<file path="src/rgbled_pkg.sv">
package rgbled_pkg;

   // Color word: green in the top byte, blue in the bottom byte
   localparam int ColorW = 24;
   localparam int BitsPerPixel = 24;
   localparam int BitIdxW = $clog2(BitsPerPixel + 1);

   localparam int ZeroHighW = 12;
   localparam int OneHighW = 12;
   localparam int PeriodW = 13;
   localparam int GapW = 20;
   localparam int CountW = 20;
   localparam int CsrIndexW = 2;
   localparam int CsrDataW = 20;

   localparam logic [ZeroHighW-1:0] ZeroHighReset = 12'd35;
   localparam logic [OneHighW-1:0] OneHighReset = 12'd70;
   localparam logic [PeriodW-1:0] PeriodReset = 13'd125;
   localparam logic [GapW-1:0] GapReset = 20'd8000;

   typedef enum logic [1:0] {
      CMD_TICK  = 2'd0,
      CMD_PIXEL = 2'd1,
      CMD_LATCH = 2'd2
   } cmd_type;

   typedef enum logic [1:0] {
      KIND_TICK,
      KIND_PIXEL,
      KIND_LATCH
   } kind_type;

   typedef enum logic [1:0] {
      PH_IDLE  = 2'd0,
      PH_BITS  = 2'd1,
      PH_LATCH = 2'd2
   } phase_type;

   typedef enum logic [CsrIndexW-1:0] {
      REG_ZERO_HIGH = 2'd0,
      REG_ONE_HIGH  = 2'd1,
      REG_PERIOD    = 2'd2,
      REG_GAP       = 2'd3
   } reg_index_type;

   // One classified request as it travels through the queue
   typedef struct packed {
      kind_type            kind;
      logic [ColorW-1:0]   pixel;
      logic                last;
   } entry_type;

endpackage

</file>
<file path="src/rgbled_front.sv">
module rgbled_front (
   input  logic                  clock,
   input  logic                  reset,
   input  logic                  req_tvalid,
   output logic                  req_tready,
   input  logic [23:0]           req_tdata,
   input  logic [1:0]            req_tuser,
   input  logic                  req_tlast,
   output logic                  push_valid,
   input  logic                  push_ready,
   output rgbled_pkg::entry_type push_entry
);
   import rgbled_pkg::*;

   logic      valid_ff, valid_in;
   entry_type entry_ff, entry_in;
   kind_type  kind;

   always_comb begin
      unique case (req_tuser)
         CMD_PIXEL: kind = KIND_PIXEL;
         CMD_LATCH: kind = KIND_LATCH;
         default:   kind = KIND_TICK;
      endcase
   end

   assign req_tready = !valid_ff || push_ready;
   assign push_valid = valid_ff;
   assign push_entry = entry_ff;

   always_comb begin
      valid_in = valid_ff;
      entry_in = entry_ff;
      if (push_ready) begin
         valid_in = 1'b0;
      end
      if (req_tvalid && req_tready) begin
         valid_in = 1'b1;
         entry_in.kind = kind;
         // reorder to green:red:blue, green on top
         entry_in.pixel = {req_tdata[7:0], req_tdata[15:8], req_tdata[23:16]};
         entry_in.last = req_tlast;
      end
   end

   always_ff @(posedge clock) begin
      if (reset) begin
         valid_ff <= 1'b0;
      end else begin
         valid_ff <= valid_in;
      end
      entry_ff <= entry_in;
   end

endmodule

</file>
<file path="src/rgbled_queue.sv">
module rgbled_queue (
   input  logic                  clock,
   input  logic                  reset,
   input  logic                  push_valid,
   output logic                  push_ready,
   input  rgbled_pkg::entry_type push_entry,
   output logic                  pop_valid,
   input  logic                  pop_ready,
   output rgbled_pkg::entry_type pop_entry
);
   import rgbled_pkg::*;

   entry_type  slot_ff [2];
   logic       wr_ptr_ff, wr_ptr_in;
   logic       rd_ptr_ff, rd_ptr_in;
   logic [1:0] count_ff, count_in;
   logic       do_push, do_pop;

   assign push_ready = (count_ff != 2'd2);
   assign pop_valid = (count_ff != 2'd0);
   assign pop_entry = slot_ff[rd_ptr_ff];
   assign do_push = push_valid && push_ready;
   assign do_pop = pop_valid && pop_ready;

   always_comb begin
      wr_ptr_in = do_push ? !wr_ptr_ff : wr_ptr_ff;
      rd_ptr_in = do_pop ? !rd_ptr_ff : rd_ptr_ff;
      count_in = count_ff;
      if (do_push && !do_pop) begin
         count_in = count_ff + 2'd1;
      end else if (do_pop && !do_push) begin
         count_in = count_ff - 2'd1;
      end
   end

   always_ff @(posedge clock) begin
      if (reset) begin
         wr_ptr_ff <= 1'b0;
         rd_ptr_ff <= 1'b0;
         count_ff <= 2'd0;
      end else begin
         wr_ptr_ff <= wr_ptr_in;
         rd_ptr_ff <= rd_ptr_in;
         count_ff <= count_in;
      end
      if (do_push) begin
         slot_ff[wr_ptr_ff] <= push_entry;
      end
   end

endmodule

</file>
<file path="src/rgbled_engine.sv">
module rgbled_engine (
   input  logic                                clock,
   input  logic                                reset,
   input  logic                                csr_valid,
   output logic                                csr_ready,
   input  logic [rgbled_pkg::CsrIndexW-1:0]    csr_index,
   input  logic [rgbled_pkg::CsrDataW-1:0]     csr_data,
   input  logic                                pop_valid,
   output logic                                pop_ready,
   input  rgbled_pkg::entry_type               pop_entry,
   output logic                                rsp_tvalid,
   input  logic                                rsp_tready,
   output logic [7:0]                          rsp_tdata,
   output logic                                rsp_tlast
);
   import rgbled_pkg::*;

   localparam logic [BitIdxW-1:0] BitsLimit = BitIdxW'(BitsPerPixel);

   logic [ZeroHighW-1:0] zero_high_ff;
   logic [OneHighW-1:0]  one_high_ff;
   logic [PeriodW-1:0]   period_ff;
   logic [GapW-1:0]      gap_ff;

   phase_type            phase_ff, phase_in;
   logic [ColorW-1:0]    shift_ff, shift_in;
   logic [BitIdxW-1:0]   bit_idx_ff, bit_idx_in;
   logic [CountW-1:0]    count_ff, count_in;
   logic [ColorW-1:0]    held_pix_ff, held_pix_in;
   logic                 held_valid_ff, held_valid_in;
   logic                 held_last_ff, held_last_in;
   logic                 cur_last_ff, cur_last_in;

   logic                 rsp_valid_ff, rsp_valid_in;
   logic [3:0]           rsp_bits_ff, rsp_bits_in;
   logic                 rsp_done_ff, rsp_done_in;

   logic                 pop;
   logic                 level, taken, busy, done, under;
   logic [PeriodW-1:0]   period;
   logic [PeriodW-1:0]   high;
   logic [GapW-1:0]      gap;
   logic [CountW-1:0]    count_next;

   assign csr_ready = 1'b1;
   assign pop_ready = !rsp_valid_ff || rsp_tready;
   assign pop = pop_valid && pop_ready;

   assign rsp_tvalid = rsp_valid_ff;
   assign rsp_tdata = {4'd0, rsp_bits_ff};
   assign rsp_tlast = rsp_done_ff;

   always_comb begin
      phase_in = phase_ff;
      shift_in = shift_ff;
      bit_idx_in = bit_idx_ff;
      count_in = count_ff;
      held_pix_in = held_pix_ff;
      held_valid_in = held_valid_ff;
      held_last_in = held_last_ff;
      cur_last_in = cur_last_ff;
      level = 1'b0;
      taken = 1'b0;
      busy = 1'b0;
      done = 1'b0;
      under = 1'b0;
      period = (period_ff < 13'd2) ? 13'd2 : period_ff;
      high = '0;
      gap = (gap_ff == '0) ? 20'd1 : gap_ff;
      count_next = '0;

      if (pop) begin
         if (pop_entry.kind == KIND_PIXEL && !held_valid_in) begin
            held_pix_in = pop_entry.pixel;
            held_last_in = pop_entry.last;
            held_valid_in = 1'b1;
            taken = 1'b1;
         end else if (pop_entry.kind == KIND_LATCH && phase_in == PH_IDLE &&
                      !held_valid_in) begin
            phase_in = PH_LATCH;
            count_in = '0;
            taken = 1'b1;
         end

         // start the held pixel when the line is free
         if (phase_in == PH_IDLE && held_valid_in) begin
            shift_in = held_pix_in;
            cur_last_in = held_last_in;
            held_valid_in = 1'b0;
            bit_idx_in = '0;
            count_in = '0;
            phase_in = PH_BITS;
         end

         unique case (phase_in)
            PH_BITS: begin
               high = shift_in[ColorW-1] ? {1'b0, one_high_ff} : {1'b0, zero_high_ff};
               if (high > period - 13'd1) begin
                  high = period - 13'd1;
               end
               level = (count_in < {7'd0, high});
               busy = 1'b1;
               count_next = count_in + 20'd1;
               count_in = count_next;
               if (count_next >= {7'd0, period}) begin
                  count_in = '0;
                  shift_in = {shift_in[ColorW-2:0], 1'b0};
                  bit_idx_in = bit_idx_in + BitIdxW'(1);
                  if (bit_idx_in >= BitsLimit) begin
                     if (cur_last_in) begin
                        phase_in = PH_LATCH;
                        bit_idx_in = '0;
                     end else if (held_valid_in) begin
                        shift_in = held_pix_in;
                        cur_last_in = held_last_in;
                        held_valid_in = 1'b0;
                        bit_idx_in = '0;
                        count_in = '0;
                     end else begin
                        under = 1'b1;
                        phase_in = PH_IDLE;
                        bit_idx_in = '0;
                     end
                  end
               end
            end
            PH_LATCH: begin
               busy = 1'b1;
               count_next = count_in + 20'd1;
               count_in = count_next;
               if (count_next >= gap) begin
                  done = 1'b1;
                  phase_in = PH_IDLE;
                  count_in = '0;
               end
            end
            default: begin
            end
         endcase
      end

      rsp_valid_in = rsp_valid_ff;
      rsp_bits_in = rsp_bits_ff;
      rsp_done_in = rsp_done_ff;
      if (pop) begin
         rsp_valid_in = 1'b1;
         rsp_bits_in = {under, busy, taken, level};
         rsp_done_in = done;
      end else if (rsp_tready) begin
         rsp_valid_in = 1'b0;
      end
   end

   always_ff @(posedge clock) begin
      if (reset) begin
         zero_high_ff <= ZeroHighReset;
         one_high_ff <= OneHighReset;
         period_ff <= PeriodReset;
         gap_ff <= GapReset;
      end else if (csr_valid && csr_ready) begin
         unique case (reg_index_type'(csr_index))
            REG_ZERO_HIGH: zero_high_ff <= csr_data[ZeroHighW-1:0];
            REG_ONE_HIGH:  one_high_ff <= csr_data[OneHighW-1:0];
            REG_PERIOD:    period_ff <= csr_data[PeriodW-1:0];
            REG_GAP:       gap_ff <= csr_data[GapW-1:0];
            default: begin
            end
         endcase
      end
   end

   always_ff @(posedge clock) begin
      if (reset) begin
         phase_ff <= PH_IDLE;
         shift_ff <= '0;
         bit_idx_ff <= '0;
         count_ff <= '0;
         held_pix_ff <= '0;
         held_valid_ff <= 1'b0;
         held_last_ff <= 1'b0;
         cur_last_ff <= 1'b0;
         rsp_valid_ff <= 1'b0;
      end else begin
         phase_ff <= phase_in;
         shift_ff <= shift_in;
         bit_idx_ff <= bit_idx_in;
         count_ff <= count_in;
         held_pix_ff <= held_pix_in;
         held_valid_ff <= held_valid_in;
         held_last_ff <= held_last_in;
         cur_last_ff <= cur_last_in;
         rsp_valid_ff <= rsp_valid_in;
      end
      rsp_bits_ff <= rsp_bits_in;
      rsp_done_ff <= rsp_done_in;
   end

endmodule

</file>
<file path="src/rgb_led_one_wire_encoder.sv">
// One-wire encoder for addressable RGB LEDs. Every request is one tick of the
// line waveform and yields exactly one response carrying the line level for
// that tick plus status flags. A tick may offer a pixel (green, red, blue,
// last flag) into a one-pixel holding register; pixels go out green first,
// MSB first, each bit high for the zero or one high time (clamped to one less
// than the bit period) and low for the rest of the period. After a pixel
// flagged last, or on a reset-only request, the line stays low for the latch
// gap and frame_done (rsp_tlast) marks its final tick. A request is taken while
// the response side keeps up: the front stage classifies it, a two-entry queue
// decouples it, and the waveform engine advances its bit and gap counters one
// tick per request, so the sustained rate is one request per clock while
// rsp_tready stays high. Write the timing registers only while no requests are
// in flight.
module rgb_led_one_wire_encoder (
   input  logic                             clock,
   input  logic                             reset,
   input  logic                             req_tvalid,
   output logic                             req_tready,
   input  logic [23:0]                      req_tdata,  // green, red, blue
   input  logic [1:0]                       req_tuser,  // cmd
   input  logic                             req_tlast,  // last_pixel
   output logic                             rsp_tvalid,
   input  logic                             rsp_tready,
   // line_level, pixel_taken, busy_res, underrun, zero padding
   output logic [7:0]                       rsp_tdata,
   output logic                             rsp_tlast,  // frame_done
   input  logic                             csr_valid,
   output logic                             csr_ready,
   input  logic [rgbled_pkg::CsrIndexW-1:0] csr_index,
   input  logic [rgbled_pkg::CsrDataW-1:0]  csr_data
);
   import rgbled_pkg::*;

   logic      push_valid, push_ready;
   entry_type push_entry;
   logic      pop_valid, pop_ready;
   entry_type pop_entry;

   rgbled_front u_front (
      .clock      (clock),
      .reset      (reset),
      .req_tvalid (req_tvalid),
      .req_tready (req_tready),
      .req_tdata  (req_tdata),
      .req_tuser  (req_tuser),
      .req_tlast  (req_tlast),
      .push_valid (push_valid),
      .push_ready (push_ready),
      .push_entry (push_entry)
   );

   rgbled_queue u_queue (
      .clock      (clock),
      .reset      (reset),
      .push_valid (push_valid),
      .push_ready (push_ready),
      .push_entry (push_entry),
      .pop_valid  (pop_valid),
      .pop_ready  (pop_ready),
      .pop_entry  (pop_entry)
   );

   rgbled_engine u_engine (
      .clock      (clock),
      .reset      (reset),
      .csr_valid  (csr_valid),
      .csr_ready  (csr_ready),
      .csr_index  (csr_index),
      .csr_data   (csr_data),
      .pop_valid  (pop_valid),
      .pop_ready  (pop_ready),
      .pop_entry  (pop_entry),
      .rsp_tvalid (rsp_tvalid),
      .rsp_tready (rsp_tready),
      .rsp_tdata  (rsp_tdata),
      .rsp_tlast  (rsp_tlast)
   );

endmodule

</file>
<file path="config.mk">
export PLATFORM = sky130hd
export DESIGN_NAME = rgb_led_one_wire_encoder
export DESIGN_NICKNAME = d
export VERILOG_FILES = /design/src/rgbled_pkg.sv /design/src/rgbled_front.sv /design/src/rgbled_queue.sv /design/src/rgbled_engine.sv /design/src/rgb_led_one_wire_encoder.sv
export SDC_FILE = /design/constraint.sdc
export NUM_CORES = 1
export LEC_CHECK = 0
export BUFFER_PORTS_ARGS = -buffer_cell sky130_fd_sc_hd__buf_2
export CAP_MARGIN = 25
export CORE_ASPECT_RATIO = 1.4
export CORE_MARGIN = 2
export CORE_UTILIZATION = 52
export DETAILED_ROUTE_END_ITERATION = 7
export PLACE_DENSITY = 0.7
export SLEW_MARGIN = 20
export SYNTH_ARGS = -nofsm -noshare
export SYNTH_HDL_FRONTEND = slang
export SYNTH_SLANG_ARGS = --single-unit
</file>
<file path="constraint.sdc">
create_clock -name clock -period 6.1 [get_ports clock]
set_input_delay 0.915 -clock clock [delete_from_list [all_inputs] [get_ports clock]]
set_output_delay 0.915 -clock clock [all_outputs]
set_load 0.01 [all_outputs]
</file>
After elaboration in Yosys (flattened, before gate mapping)
Memories as Yosys holds them, arrays and structs flattened. A register that Yosys moved wholly into a read port is not among the register bits.
Cells that the tools add are included.
{"block": "op_classes", "n_lt_le_gt_ge": 6, "reduce_logical": 32, "mux": 68, "addsub": 5, "bitwise": 3, "eq_ne": 10}
{"cell": "24-bit 2-to-1 mux", "n": 8}
{"cell": "20-bit 2-to-1 mux", "n": 7}
{"cell": "13-bit 2-to-1 mux", "n": 4}
{"cell": "20-bit one-hot mux with 2 select lines", "n": 1}
{"cell": "1-bit 2-to-1 mux", "n": 28}
{"cell": "5-bit 2-to-1 mux", "n": 5}
{"cell": "2-bit 2-to-1 mux", "n": 12}
{"cell": "20-bit by 1-bit adder with 20-bit output, second input constant", "n": 1}
{"cell": "20-bit by 13-bit greater-or-equal comparator with 1-bit output", "n": 1}
{"cell": "20-bit greater-or-equal comparator", "n": 1}
{"cell": "20-bit zero test", "n": 1}
{"cell": "20-bit by 13-bit less-than comparator with 1-bit output", "n": 1}
{"cell": "13-bit greater-than comparator", "n": 1}
{"cell": "13-bit by 2-bit less-than comparator with 1-bit output, second input constant", "n": 1}
{"cell": "13-bit by 1-bit subtractor with 13-bit output, second input constant", "n": 1}
{"cell": "12-bit 2-to-1 mux", "n": 1}
{"cell": "2-bit == test, second input constant", "n": 5}
{"cell": "1-bit logical AND", "n": 9}
{"cell": "2-bit by 1-bit == test with 1-bit output, second input constant", "n": 4}
{"cell": "2-bit one-hot mux with 2 select lines", "n": 2}
{"cell": "2-bit AND reduction", "n": 4}
{"cell": "2-bit nonzero test", "n": 4}
{"cell": "1-bit zero test", "n": 7}
{"cell": "2-bit zero test", "n": 3}
{"cell": "9 further kinds", "n": 12}
{"block": "word_totals", "register_bits": 173, "wordCells": 150, "ram_bits": 54, "input_bits": 54, "memories": 1}
{"name": "u_queue.slot_ff", "words": 2, "word_bits": 27, "read_ports": 1, "rd_ports_with_merged_regs": 1, "write_ports": 1, "line_no": "rgbled_queue.sv:13", "text": "entry_type slot_ff [2];"}

Depth between registers and ports, before layout
{"block": "depth", "ltp_word": 16, "depth_mapped": 25, "depth_no_buf": 23}

Modules after synthesis
From an unflattened synthesis, not the netlist that was laid out.
{"block": "hier_totals", "cells_unflattened": 1329, "area_unflattened_um2": 12124.1}
{"mod": "rgbled_engine", "instances": 1, "seq_area_each_um2": 2872.8, "cells_per_inst": 1187, "area_per_inst_um2": 9077.5}
{"mod": "rgbled_queue", "instances": 1, "seq_area_each_um2": 1721.7, "cells_per_inst": 108, "area_per_inst_um2": 2168.3}
{"mod": "rgbled_front", "instances": 1, "seq_area_each_um2": 830.8, "cells_per_inst": 34, "area_per_inst_um2": 878.3}

Worst setup path after synthesis
Ideal clock, no wire load.
{"block": "synth_timing", "path_kind": "register to register", "start": "memory u_queue.slot_ff[1][25] in the netlist's numbering", "end": "register u_engine.rsp_bits_ff[0], data pin", "path_slack_ns": 1.072, "path_stages_with_launch": 26, "t_required_ns": 5.948, "setup_ns": 0.152, "arrival_time_ns": 4.877, "period_less_slack_ns": 5.028, "path_buffers": 4, "path_cell_list": "edfxtp_1 -> and3b_1 -> or3_1 -> buf_2 -> and2_1 -> buf_6 -> mux2i_4 -> buf_2 -> mux2_2 -> ha_1 -> a21o_1 -> a21o_1 -> a211oi_1 -> o211ai_1 -> and3_1 -> clkbuf_1 -> nand2_1 -> o21ai_0 -> ha_1 -> a21o_1 -> a21o_1 -> a21o_1 -> a21o_1 -> a21oi_1 -> o21ai_0 -> a31oi_1"}
{"element": "start: declaration", "line_no": "rgbled_queue.sv:13"}
{"element": "end signal: assignment", "line_no": "rgbled_engine.sv:194", "text": "rsp_bits_ff <= rsp_bits_in;"}
{"element": "end: declaration", "line_no": "rgbled_engine.sv:35", "text": "logic [3:0] rsp_bits_ff, rsp_bits_in;"}

==> results.py <==
metrics = {
    "run_status": {
        "status": "finished, final reports clean",
    },
    "placed_design": {
        "place_area_um2": 12450,
        "hpwl_um": 20670,
        "port_buffers": 60,
        "gp_routability_congestion": 0.8958,
    },
    "finish": {
        "n_antenna_cell": 0,
        "mostFrequentLayoutCells": "nand2_1, dfxtp_1, mux2_2",
        "fillers": 1991,
        "areaGrowthSynthToFinish_pct": 10.28,
        "final_common_cell": "nand2_1",
        "stdcell_area_um2": 13180,
        "fin_nets": 1391,
        "layout-drive-gt1-share_pct": 17.35,
    },
    "timing": {
        "rsz0062_at_grt": "false",
        "fin_crit_ps": 5577,
        "worst_hold_slack_ps": 448.0,
        "slew_viol_final": 0,
        "worstMarginPinSlew_ps": 914.9,
        "fin_crit_sh_pct": 91.43,
        "slew_headroom_pct": 38.87,
        "final.setup.tns_ps": 0,
        "max_freq_ghz": 0.1793,
        "final-hold-violation-count": 0,
        "skew_ps": 12.23,
        "setup_viol": 0,
    },
    "logic_synthesis": {
        "synth_top_flop_cell": "dfxtp_1",
        "seq_area_frac_synth_pct": 45.41,
        "syn-cell-area_um2": 11950,
        "yosys_warnings": 0,
        "synth_edf_count": 86,
        "synthArstFlopShare_pct": 0,
        "ys_ff_latch": 228,
        "synth_cells": 1247,
        "avgSynthCellArea_um2": 9.581,
        "synthDistinctLibCells": 76,
    },
    "floorplanning": {
        "die_x_um": 132.1,
        "start_util_pct": 53.04,
        "die_h_um": 183.4,
        "io_pins": 66,
        "dieArea_um2": 24220,
        "coreArea_um2": 22530,
        "num_rows": 65,
    },
    "pwr": {
        "power_density_nw_per_um2": 370.6,
        "ir_drop_v": 0.0002414,
        "total_power_mw": 4.883,
        "p_leak_nw": 5.072,
    },
    "worst_hold_path": {
        "hold_path_depth": 0,
        "min_path_type": "reg -> reg",
    },
    "route": {
        "drt_iter0_drc": 679,
        "vias_per_cell": 5.898,
        "drc": 0,
        "wl_per_cell_um": 18.61,
        "drtAntennaViolNets": 0,
        "routed_wl_um": 29620,
        "vias": 9389,
        "first_pass_iters": 5,
    },
    "global_routing": {
        "grt_max_degree": 59,
        "grt_pass1_vias": 9137,
        "grt-ovfl-total": 0,
        "grt_pass1_wl_um": 46980,
        "antenna_found_initial": 0,
        "grt_usage_pct": 24.08,
    },
    "setup_path": {
        "path_class": "reg -> reg",
        "timing.critical_path.cells": "nor3b_1 > or3_1 > and2_1 > mux2i_4 > mux2_2 > ha_1 > a21o_1 > a21o_1 > a211oi_1 > o211ai_1 > and3_2 > mux2_2 > ha_1 > nand3_1 > o41ai_1 > a2111oi_0 > o21ai_0 > a31oi_1",
        "required_ps": 6450,
        "slowest_delay_ps": 550,
        "arrival_ps": 5930,
        "cp-end-kind": "flop",
        "crit_buf_inv": 0,
        "worstRegToRegCells": 18,
        "worst_setup_path_start_kind": "flop",
        "cpMaxStageDelayCell": "mux2i_4",
        "worstPathMaxFanout": 22,
        "crit_family": "compound AO/OA/AOI/OAI gates",
        "cp.depth": 18,
    },
    "run": {
        "cap_viol_max_count": 0,
    },
    "clock_tree": {
        "hold_buffers": 0,
        "cts_buffers": 22,
        "cts_tree": "built",
        "cts_htree_levels": 1,
        "clock_latency_ps": 510,
        "cts-resized-gates": 0,
        "cts-root-buf": "clkbuf_16",
        "clk_path_buf_depth": 3,
        "cts_num_sinks": 228,
        "cts_setup_buffers": 0,
        "clk_pin_slew_ps": 60,
    },
}
## worst paths after layout
kind / startpoint / slack [ps] / to
setup / recovery: u_queue.slot_ff[0][26]$_DFFE_PP_ / 520 / u_engine.rsp_bits_ff[0]$_SDFFCE_PN0P_
hold reg to reg: u_front.push_entry[16]$_DFFE_PP_ / 450 / u_queue.slot_ff[0][16]$_DFFE_PP_
setup reg to reg: u_queue.slot_ff[0][26]$_DFFE_PP_ / 520 / u_engine.rsp_bits_ff[0]$_SDFFCE_PN0P_
hold / removal: u_front.push_entry[16]$_DFFE_PP_ / 450 / u_queue.slot_ff[0][16]$_DFFE_PP_
## area by class of cell
type | count | area (µm²) | area share, %
sequential | 228 | 5425 | 41.17
clock buffer | 33 | 641.9 | 4.871
clock inverter | 7 | 67.56 | 0.5128
timing repair buffer | 80 | 454.2 | 3.447
inverter | 45 | 168.9 | 1.282
tap | 301 | 376.6 | 2.858
multi-input combinational | 898 | 6042 | 45.86
## power by group
part	switching (mW)	internal (mW)
Clock	0.575	0.770
Sequential	0.122	1.80
Combinational	1.01	0.614
Total	1.70	3.18
## worst reg2reg max path, delay by kind of cell, from the launching register on
| family | cells | cell delay (ps) |
|---|---|---|
| fa+ha+maj | 2 | 610 |
| compound gates | 8 | 1570 |
| simple gates | 5 | 1520 |
| mux | 3 | 1300 |
| flops | 1 | 420 |
## synthesized netlist by cell type (24+ instances only)
library cell / count / share of area (%)
edfxtp_1: 86 / 22
a21oi_1: 90 / 3.8
o21ai_0: 69 / 2.9
ha_1: 62 / 6.5
dfxtp_1: 142 / 24
a31oi_1: 24 / 1.3
inv_1: 45 / 1.4
nand2_1: 198 / 6.2
clkbuf_1: 53 / 1.7
nand3_1: 45 / 1.9
nor2_1: 60 / 1.9
mux2_2: 98 / 9.2
## metrics by stage
stage	std cells	utilization (%)	setup slack (ps)
5_1_grt	1592	58.49	27.77
3_5_place_dp	1550	55.27	491.8
6_report	1592	58.49	523.1
2_1_floorplan	1251	-	1072
3_3_place_gp	1549	55.22	605.3
4_1_cts	1590	58.42	459.5
## logic make-up after synthesis
| kind of cell | Yosys count | share of synthesized area, % |
|---|---|---|
| flops | 228 | 45.41 |
| fa+ha+maj | 62 | 6.493 |
| buf+inv | 125 | 4.409 |
| xor+xnor | 36 | 2.639 |
| simple gates | 401 | 15.60 |
| mux | 107 | 10.10 |
| other cells | 2 | 0.06286 |
| compound gates | 286 | 15.29 |
## registers in the layout, indices dropped and copies added (netlist names), 5 cells and up, named ones only
register and cells:
u_engine.bit_idx_ff 5, u_engine.one_high_ff 12, u_engine.period_ff 13, u_engine.zero_high_ff 12
u_engine.gap_ff 20, u_queue.slot_ff 54, u_engine.shift_ff 24, u_front.push_entry 27
u_engine.count_ff 20, u_engine.held_pix_ff 24
## layer usage
| metal | track usage (%) | vias to the layer above | share of wire [%] | routed length [µm] |
|---|---|---|---|---|
| met4 | 11.57 | 0 | 4.5 | 1332 |
| met3 | 2.653 | 57 | 3.4 | 1013 |
| li1 | - | 4563 | - | - |
| met2 | 45.69 | 201 | 53 | 15830 |
| met5 | 0 | - | 0 | 0 |
| met1 | 26.61 | 4568 | 39 | 11450 |
Note: power is estimated with default switching activity, not from simulation.
